$ cat src/design/bicubic_grid_interpolator_macros.svh
// assertion macros for the bicubic grid interpolator
// used by the modules that carry concurrent checks; no other dependencies
`ifndef BICUBIC_GRID_INTERPOLATOR_MACROS_SVH
`define BICUBIC_GRID_INTERPOLATOR_MACROS_SVH
`ifndef SYNTH
`define BGI_ASSERT(label, prop, msg) \
  label: assert property (@(posedge clk) disable iff (!rst_n) prop) else $error(msg);
`define BGI_ASSERT_ALWAYS(label, prop, msg) \
  label: assert property (@(posedge clk) prop) else $error(msg);
`else
`define BGI_ASSERT(label, prop, msg)
`define BGI_ASSERT_ALWAYS(label, prop, msg)
`endif
`endif

$ cat src/design/bgi_pkg.sv
// shared constants, codes and controller/datapath structs of the interpolator
// no dependencies
package bgi_pkg;
  localparam int MAX_COLUMNS = 64;
  localparam int MAX_ROWS    = 64;
  localparam int FRAC_BITS   = 16;
  localparam int COL_W       = $clog2(MAX_COLUMNS);
  localparam int ROW_W       = $clog2(MAX_ROWS);
  localparam int CNT_W       = 7;
  localparam int DATA_W      = 32;
  localparam int VAL_W       = 48;
  localparam int TC_W        = FRAC_BITS + 1;
  localparam int NUM_W       = DATA_W + 1 + FRAC_BITS;
  localparam int DEN_W       = DATA_W + 1;
  localparam int PROD_W      = VAL_W + TC_W + 1;
  localparam int GRID_AW     = COL_W + ROW_W;

  localparam logic REG_COLS = 1'b0;
  localparam logic REG_ROWS = 1'b1;

  typedef enum logic [1:0] {
    OP_LOAD_X    = 2'd0,
    OP_LOAD_Y    = 2'd1,
    OP_LOAD_GRID = 2'd2,
    OP_QUERY     = 2'd3
  } opcode_t;

  typedef enum logic [3:0] {
    DP_NOP, DP_ACCEPT, DP_SRCH, DP_RK0, DP_RK1, DP_DIV_GO, DP_TSET, DP_GRD,
    DP_CABC, DP_CM1, DP_CS, DP_CM2, DP_CR, DP_CM3, DP_CF, DP_OUT
  } dp_op_t;

  typedef struct packed {
    dp_op_t op;
    logic   axis;
  } dp_cmd_t;

  typedef struct packed {
    logic srch_done;
    logic div_busy;
    logic gj_last;
    logic row_last;
    logic out_free;
  } dp_sts_t;
endpackage

$ cat src/design/bgi_ctrl.sv
// controller: sequences search, normalization, gather and cubic steps of a query
// depends on bgi_pkg and the assertion macro header
`include "bicubic_grid_interpolator_macros.svh"
module bgi_ctrl import bgi_pkg::*; (
  input  logic    clk,
  input  logic    rst_n,
  input  logic    in_tvalid,
  input  logic    is_query,
  output logic    in_tready,
  input  dp_sts_t sts,
  output dp_cmd_t cmd
);
  typedef enum logic [4:0] {
    S_IDLE, S_SRCH, S_RK0, S_RK1, S_DGO, S_DWAIT, S_GRD, S_GWAIT,
    S_CABC, S_CM1, S_CS, S_CM2, S_CR, S_CM3, S_CF, S_OUT
  } state_t;

  state_t state_r, state_nxt;
  logic   ax_r, ax_nxt;

  always_comb begin
    state_nxt = state_r;
    ax_nxt    = ax_r;
    cmd.op    = DP_NOP;
    cmd.axis  = ax_r;
    in_tready = 1'b0;
    case (state_r)
      S_IDLE: begin
        in_tready = 1'b1;
        if (in_tvalid) begin
          cmd.op = DP_ACCEPT;
          if (is_query) begin
            ax_nxt    = 1'b0;
            state_nxt = S_SRCH;
          end
        end
      end
      S_SRCH: begin
        cmd.op = DP_SRCH;
        if (sts.srch_done) state_nxt = S_RK0;
      end
      S_RK0: begin
        cmd.op    = DP_RK0;
        state_nxt = S_RK1;
      end
      S_RK1: begin
        cmd.op    = DP_RK1;
        state_nxt = S_DGO;
      end
      S_DGO: begin
        cmd.op    = DP_DIV_GO;
        state_nxt = S_DWAIT;
      end
      S_DWAIT: begin
        if (!sts.div_busy) begin
          cmd.op = DP_TSET;
          if (!ax_r) begin
            ax_nxt    = 1'b1;
            state_nxt = S_SRCH;
          end else begin
            ax_nxt    = 1'b0;
            state_nxt = S_GRD;
          end
        end
      end
      S_GRD: begin
        cmd.op = DP_GRD;
        if (sts.gj_last) state_nxt = S_GWAIT;
      end
      S_GWAIT: state_nxt = S_CABC;
      S_CABC: begin
        cmd.op    = DP_CABC;
        state_nxt = S_CM1;
      end
      S_CM1: begin
        cmd.op    = DP_CM1;
        state_nxt = S_CS;
      end
      S_CS: begin
        cmd.op    = DP_CS;
        state_nxt = S_CM2;
      end
      S_CM2: begin
        cmd.op    = DP_CM2;
        state_nxt = S_CR;
      end
      S_CR: begin
        cmd.op    = DP_CR;
        state_nxt = S_CM3;
      end
      S_CM3: begin
        cmd.op    = DP_CM3;
        state_nxt = S_CF;
      end
      S_CF: begin
        cmd.op = DP_CF;
        if (ax_r) state_nxt = S_OUT;
        else if (sts.row_last) begin
          ax_nxt    = 1'b1;
          state_nxt = S_CABC;
        end else state_nxt = S_GRD;
      end
      S_OUT: begin
        if (sts.out_free) begin
          cmd.op    = DP_OUT;
          state_nxt = S_IDLE;
        end
      end
      default: state_nxt = S_IDLE;
    endcase
  end

  always_ff @(posedge clk) begin
    if (!rst_n) begin
      state_r <= S_IDLE;
      ax_r    <= 1'b0;
    end else begin
      state_r <= state_nxt;
      ax_r    <= ax_nxt;
    end
  end

  `BGI_ASSERT(a_query_starts, (state_r == S_IDLE && in_tvalid && is_query) |=> (state_r == S_SRCH), "query request did not start a search")
  `BGI_ASSERT(a_div_next, (state_r == S_DWAIT && !sts.div_busy) |=> (state_r == S_SRCH || state_r == S_GRD), "bad step after division")
  `BGI_ASSERT(a_out_done, (state_r == S_OUT && sts.out_free) |=> (state_r == S_IDLE), "result not handed off")
  `BGI_ASSERT_ALWAYS(a_reset_idle, (!rst_n) |=> (state_r == S_IDLE), "reset did not return to idle")
endmodule

$ cat config.mk
export PLATFORM = sky130hd
export DESIGN_NAME = bgi_ctrl
export DESIGN_NICKNAME = d
export VERILOG_FILES = /design/src/design/bgi_pkg.sv /design/src/design/bgi_ctrl.sv
export VERILOG_INCLUDE_DIRS = /design/src /design/src/design
export SDC_FILE = /design/constraint.sdc
export NUM_CORES = 1
export LEC_CHECK = 0
export BUFFER_PORTS_ARGS = -buffer_cell sky130_fd_sc_hd__buf_2
export CAP_MARGIN = 40
export CORE_UTILIZATION = 40
export CTS_CLUSTER_DIAMETER = 200
export DETAILED_ROUTE_END_ITERATION = 8
export HOLD_SLACK_MARGIN = 0.02
export PLACE_DENSITY = 0.66
export SYNTH_ARGS = -nofsm -noshare
export SYNTH_HDL_FRONTEND = slang
export SYNTH_SLANG_ARGS = --single-unit
$ cat constraint.sdc
create_clock -name clk -period 1.6 [get_ports clk]
set_input_delay 0 -clock clk [delete_from_list [all_inputs] [get_ports clk]]
set_output_delay 0 -clock clk [all_outputs]
set_load 0.02 [all_outputs]
# After elaboration in Yosys (flattened, before gate mapping)
# Index checks and enable logic that the tools add are counted.
word_totals:
  ff_bits: 6
  in_bits: 9
op_classes:
  eq_ne: 21
  muxes: 22
  reduce_logical: 4
ops:
  columns: ["operator", "n"]
  rows:
  - ["5-bit one-hot mux with 16 select lines", 1]
  - ["4-bit one-hot mux with 15 select lines", 1]
  - ["5-bit by 4-bit == test with 1-bit output (second input constant)", 8]
  - ["5-bit 2-to-1 mux", 6]
  - ["5-bit by 3-bit == test with 1-bit output (second input constant)", 4]
  - ["4-bit 2-to-1 mux", 3]
  - ["2-bit != test (second input constant)", 6]
  - ["5-bit by 2-bit == test with 1-bit output (second input constant)", 2]
  - ["1-bit 2-to-1 mux", 8]
  - ["3-bit 2-to-1 mux", 2]
  - ["6-bit AND reduction", 1]
  - ["5-bit by 1-bit == test with 1-bit output (second input constant)", 1]
  - ["5-bit zero test", 1]
  - ["4-bit AND reduction", 1]
  - ["1-bit one-hot mux with 3 select lines", 1]
  - ["3-bit nonzero test", 1]

# Depth between registers and ports, before layout
# Gate-level depths: netlist (run 1).
logic_depth:
  ltp_word: 3
  depth_mapped: 6

# Worst setup path before layout (run 1)
# Ideal clock, no wire load.
synth_path:
  kind: "register -> register"
  start: "register state_r[0]"
  end: "register state_r[0]"
  arrival_time_ps: 1586
  required_ps: 1480
  path_slack_ps: -106
  stages_incl_launch_ff: 5
  synth_period_minus_slack_ps: 1706
  path_cell_list: "dfxtp_1 nor4_2 a221oi_1 a311o_1 o31a_1"
synth_via:
  elab_chain_len: 3
  word_cells_on_any_way: 24
  cone_classes: "eq/ne: 21; mux: 1; reduce/logical: 2"
synth_lines:
  columns: ["element", "line", "text"]
  rows:
  - ["from (decl)", "bgi_ctrl.sv:18", "state_t state_r, state_nxt;"]
  - ["from (signal assigned)", "bgi_ctrl.sv:118", "state_r <= state_nxt;"]
  - ["5-bit by 1-bit == test with 1-bit output (tied with other cells)", "bgi_ctrl.sv:27", "case (state_r)"]
  - ["2-bit != test (no source line)", null, null]
  - ["6-bit AND reduction (no source line)", null, null]
# Several ways; a longest one is shown, not always the timed one.
# A chain may end at the register's enable or synchronous reset.

# Worst setup path after layout (run 1)
layout_path:
  start: "register state_r[3]"
  end: "register state_r[2]"
# Same word-level chain as after synthesis.

==> impl_metrics.toml, run 1 <==
[sta]
worst_pin_slew_ps = 374.4
finalCritPeriodShare = 0.9578
hold_violations = 0
finalCriticalPeriod_ps = 1532
finalSetupViolCount = 0
rsz0062_at_grt = "no"
max_freq_mhz = 652.6
finClkSkew_ps = 5.512
drv_slew = 0
slew_headroom = 0.7439
tns_ps = 0

[detailed_routing]
finalWirelength_mm = 1.417
dr.first_iter.drc_count = 19
wire_per_inst_um = 13.12
viasPerCell = 5.741
dr.pass1.iters = 4
ant_nets = 0
drcViolationCount = 0
vias = 620

[grt]
grt_overflow_total = 0
top_usage_layer = "met2"
grt_pass1_vias = 562
grt_use_total = 0.2367
use_met2 = 0.3771
grt_max_degree = 11
use_met1 = 0.2958
antenna_found_initial = 0
gr-usage-met3 = 0.07558
grt_pass1_wl_mm = 2.387

[layout]
antenna_cells = 0
final_util = 0.5866
drive_gt1_frac = 0.3191
syn2layout_area_growth_pct = 30.29
instances_no_fill = 108
nets = 104

[clock_tree]
cts.sinks = 5
max-clock-path-buffers = 2
ctsHoldBuffers = 0
clk_pin_slew_worst_paths_ps = 40
cts_root_buf = "clkbuf_4"
htreeDepth = 1
cts_buffers = 3
cts_tree = "built"
worstSkewPairLatency_ps = 250

[hold_path]
hold_depth = 2
min_from = "rst_n"
hold_path.class = "in2reg"
holdPathEnd = "state_r[1]$_SDFFE_PN0P_"

[floorplanning]
rows = 12
dieArea_um2 = 1449
ios = 15
initial_core_util = 0.4502
fp.dieW_um = 38.07
die_h_um = 38.07
core-area_um2 = 1156

[critical_path]
crit_arrival_ps = 1640
crit_fanout = 9
r2r_end = "state_r[2]$_SDFFE_PN0P_"
required_ps = 1710
start_kind = "flop"
r2r_setup_slack_ps = 70
end_kind = "flop"
slowest_stage = "dfxtp_1"
path_cells = "buf_4 > or3_1 > a21oi_1 > o311ai_0 > o211ai_1"
r2r_start = "state_r[3]$_SDFFE_PN0P_"
worstSetupPathType = "reg2reg"
max_stage_delay_ps = 530
reg2reg_depth = 5

[pwr]
ir_worst_vdd_uv = 703.1
p_leak_uw = 0.0002702
powerDensity_nw_per_um2 = 906.4

[flow_run]
maxCapViolCount = 0

[place]
placed_cells = 104
port_buffers = 14
finalWeightedCongestion = 0.9581
hpwl_mm = 1.109

[synthesis]
synth_nets = 83
yosys_warnings = 0
yosysSeqAreaShare = 0.1923
avgSynthCellArea_um2 = 7.034
netlist_area_um2 = 520.5
ys_ff_latch = 5
synth_cells = 74
ys_types = 35

[run_status]
status = "finished, final reports clean"
cells in the final DEF, fill, tap and decap left out, types with 2 or more instances in the layout:
cell type  Yosys  final
a2111oi_0      3      3
a21oi_1        5      5
a31oi_1        2      2
buf_2          3     14
buf_4          1      9
clkbuf_4       0      3
dfxtp_1        5      4
inv_1          6      6
nand2_1        9      9
nand2b_1       2      2
nor2_1         3      3
nor3_1         3      3
o211ai_1       2      2
o21a_1         2      2
o22ai_1        2      2
o31ai_1        3      3
cell families after synthesis:
group	after synthesis	share of synthesized area
AOI/OAI and AO/OA	29	0.4231
and+or+nand+nor	25	0.2500
buffers and inverters	14	0.1154
DFF	5	0.1923
muxes	1	0.01923
per-layer routing:
| layer | wire [um] | part of all wire | vias to the layer above |
|---|---|---|---|
| met5 | 0 | 0 | - |
| met4 | 25 | 0.018 | 0 |
| met3 | 80 | 0.056 | 4 |
| met2 | 638 | 0.45 | 15 |
| met1 | 673 | 0.47 | 278 |
| li1 | - | - | 323 |
timing repair:
item,4_1_cts,5_1_grt
setup buffers,0,0
resized for setup,0,2
setup endpoints to repair,0,3
per-stage QoR:
stage	hold slack (ps)	cell area [um2]	power, uW	setup slack [ps]
floorplan	117.7	529.3	351.6	50.24
finish	42.50	678.2	614.6	67.59
detailed placement	297.1	650.6	463.1	39.33
global route	52.62	678.2	662.8	4.972
CTS	39.56	676.9	613.9	24.72
global placement	298.4	650.6	462.0	76.55
worst max path at each step:
| stage | from | endpoint | cells past startpoint |
|---|---|---|---|
| after floorplan | state_r[0]$_SDFFE_PN0P_ | state_r[0]$_SDFFE_PN0P_ | 4 |
| after global placement | state_r[2]$_SDFFE_PN0P_ | state_r[2]$_SDFFE_PN0P_ | 4 |
| after detailed placement | state_r[2]$_SDFFE_PN0P_ | state_r[1]$_SDFFE_PN0P_ | 4 |
| after CTS | state_r[2]$_SDFFE_PN0P_ | state_r[1]$_SDFFE_PN0P_ | 4 |
| after global routing | state_r[3]$_SDFFE_PN0P_ | state_r[2]$_SDFFE_PN0P_ | 5 |
| final | state_r[3]$_SDFFE_PN0P_ | state_r[2]$_SDFFE_PN0P_ | 5 |
state kept, by name, indices dropped and copies added, names as in the netlist:
signal   flops
ax_r         1
state_r      4
Yosys cell counts (all sizes together):
library cell	n	area, um2
o31ai	3	22.52
buf	4	22.52
and2	1	6.260
o31a	1	8.760
clkbuf	3	11.26
nor4	2	18.77
nand2b	2	12.51
a2111oi	3	26.28
a31oi	2	12.51
nand3b	1	7.510
a221oi	1	8.760
a21o	1	7.510
or4	1	7.510
o22ai	2	12.51
o311ai	2	17.52
a41o	1	10.01
or3	1	6.260
inv	7	26.27
nand2	9	33.78
a21oi	5	25.02
nand3	1	5.000
nor2b	1	6.260
mux2i	1	10.01
nor2	3	11.26
o2111a	1	11.26
a311o	1	10.01
o21ba	1	10.01
o211ai	2	15.01
o21a	2	15.01
a211oi	1	7.510
dfxtp	5	100.1
nor3	3	15.01
critical path, delay by kind of cell, from the launching register on:
kind	cells	cell delay, ps
AOI/OAI and AO/OA	3	540
buffers and inverters	1	220
DFF	1	530
and+or+nand+nor	1	100
report_power, final:
group	internal, uW	leakage [uW]	switching [uW]
Sequential	137	0.0000412	21.8
Combinational	142	0.000214	165
Clock	94.4	0.0000150	54.2
Total	374	0.000270	241
cell type report:
cell class	instances	area, um2
clock buffers	4	26.28
fillers	121	478.0
repair buffers	23	137.6
well taps	14	17.52
inverters	7	26.28
flip-flops and latches	5	101.3
multi-input cells	55	369.1
No activity file was read; power rests on OpenSTA's default activity.
==> inputs of run 2 (changes only) <==
- CORE_AREA: default -> 2 2 39 41
- CORE_UTILIZATION: 40 -> default
- CTS_CLUSTER_DIAMETER: 200 -> 50
- DIE_AREA: default -> 0 0 41 43
- PLACE_DENSITY: 0.66 -> 0.65
==> run 2 against run 1 <==
  * Count of clock-buffer cells in the layout unchanged
  * Highest routed layer unchanged
  * Total power decreased by 3.0%
  * Worst setup slack improved by 13 ps
  * Critical path type unchanged
  * Core utilization decreased by 9.9 points
  * Non-clock buffer count decreased by 1
  * Flip-flop and latch count unchanged
==> impl_metrics.toml, run 2 (synthesis gave the netlist of run 1 again) <==
[detailed_routing]
dr.pass1.iters = 4
viasPerCell = 5.807
drcViolationCount = 0
wire_per_inst_um = 13.57
finalWirelength_mm = 1.479
ant_nets = 0
vias = 633
dr.first_iter.drc_count = 23

[layout]
drive_gt1_frac = 0.3226
mostFrequentLayoutCells = "buf_2 (14), nand2_1 (9), buf_4 (8)"
largest_register_ffs = 4
regMostFlops = "state_r"
final_util = 0.4873
biggestRegsByFlops = "state_r: 4 flops, ax_r: 1 flops"
syn2layout_area_growth_pct = 29.57
antenna_cells = 0
instances_no_fill = 109
nets = 103
layout_commonest_cell = "buf_2"

[clock_tree]
max-clock-path-buffers = 2
cts_setup_buffers = 0
clk_pin_slew_worst_paths_ps = 50
cts.sinks = 5
cts_buffers = 3
cts_tree = "built"
cts_root_buf = "clkbuf_4"
worstSkewPairLatency_ps = 250
htreeDepth = 1

[floorplanning]
dieArea_um2 = 1763
die_h_um = 43
fp.dieW_um = 41
rows = 14
initial_core_util = 0.3761
ios = 15
core-area_um2 = 1384

[critical_path]
reg2reg_depth = 4
crit_fanout = 8
start_kind = "flop"
r2r_start = "state_r[3]$_SDFFE_PN0P_"
end_kind = "flop"
crit_path_start = "state_r[3]$_SDFFE_PN0P_"
worstSetupPathType = "reg2reg"
r2r_end = "state_r[2]$_SDFFE_PN0P_"
r2r_setup_slack_ps = 80
required_ps = 1750
crit_arrival_ps = 1670

[hold_path]
hold_path.class = "in2reg"
holdPathEnd = "state_r[0]$_SDFFE_PN0P_"
min_from = "rst_n"
hold_depth = 2

[sta]
rsz0062_at_grt = "no"
max_freq_mhz = 658.4
worst_pin_slew_ps = 434.1
tns_ps = 0
slew_headroom = 0.7031
finalSetupViolCount = 0
drv_slew = 0
finClkSkew_ps = 9.634
finalCritPeriodShare = 0.9493
hold_violations = 0
finalCriticalPeriod_ps = 1519

[pwr]
ir_worst_vdd_uv = 810.0
p_int_uw = 363.6
comb_power_share = 0.477
p_sw_frac = 0.3903
powerDensity_nw_per_um2 = 884.3
p_clk_frac = 0.249
p_seq_frac = 0.273
p_leak_uw = 0.0002641
switchingPower_uw = 232.8

[run_status]
status = "finished, final reports clean"

[grt]
antenna_found_initial = 0
grt_max_degree = 15
grt_use_total = 0.1994
grt_pass1_wl_mm = 2.435
grt_overflow_total = 0
grt_pass1_vias = 573

[place]
finalWeightedCongestion = 0.9397
port_buffers = 14
hpwl_mm = 1.140
placed_cells = 105

[flow_run]
maxCapViolCount = 0
-- run 2: changes by cell type in the layout (fill, tap and decap cells not counted), sizes merged --
cell	delta
buf	-1
-- run 2: worst max-delay path by stage --
stage	endpoint	slack, ps
floorplan	state_r[0]$_SDFFE_PN0P_	50
global placement	ax_r$_SDFFE_PN0P_	20
detailed placement	ax_r$_SDFFE_PN0P_	30
CTS	state_r[2]$_SDFFE_PN0P_	20
global route	state_r[1]$_SDFFE_PN0P_	4
finish	state_r[2]$_SDFFE_PN0P_	80
-- run 2: layout make-up --
type	instances	area (um2)
multi-input combinational	55	369.1
tap	16	20.02
inverter	7	26.28
sequential	5	102.6
timing repair buffer	22	130.1
clock buffer	4	26.28
fill	156	709.4
-- run 2: layer usage --
metal / track usage / wire length (um) / up-vias / share of wire
met5: 0 / 0 / - / 0
met4: 0.04667 / 25 / 0 / 0.017
met3: 0.07853 / 96 / 2 / 0.065
met2: 0.2938 / 677 / 22 / 0.46
met1: 0.2652 / 680 / 287 / 0.46
li1: - / - / 322 / -
-- run 2: power by group through the flow --
stage | clock network (uW) | logic, uW | registers, uW
detailed placement | 0 | 284 | 162
global route | 164 | 311 | 165
finish | 149 | 285 | 163
floorplan | 0 | 194 | 158
CTS | 153 | 284 | 160
global placement | 0 | 283 | 165
-- run 2: worst max-delay path, stage by stage (launching register included) --
cell      delay, ps
dfxtp_1         510
inv_2           120
o2111a_1        180
or4_1           510
o211ai_1        110
-- run 2: through the flow --
stage	setup WS [ps]	instance area [um2]	power, uW	hold WS [ps]
after floorplan	50.24	529.3	351.6	117.7
after global placement	23.19	645.6	447.3	304.5
after detailed placement	26.87	645.6	446.1	308.6
after CTS	20.89	671.9	597.0	46.82
after global routing	3.637	674.4	639.2	42.37
final	81.06	674.4	596.4	54.67
-- run 2: what timing repair did --
item,in CTS,in global routing
hold buffers,0,0
setup endpoints to repair,0,4
gates resized for setup,0,2
hold endpoints to repair,0,0
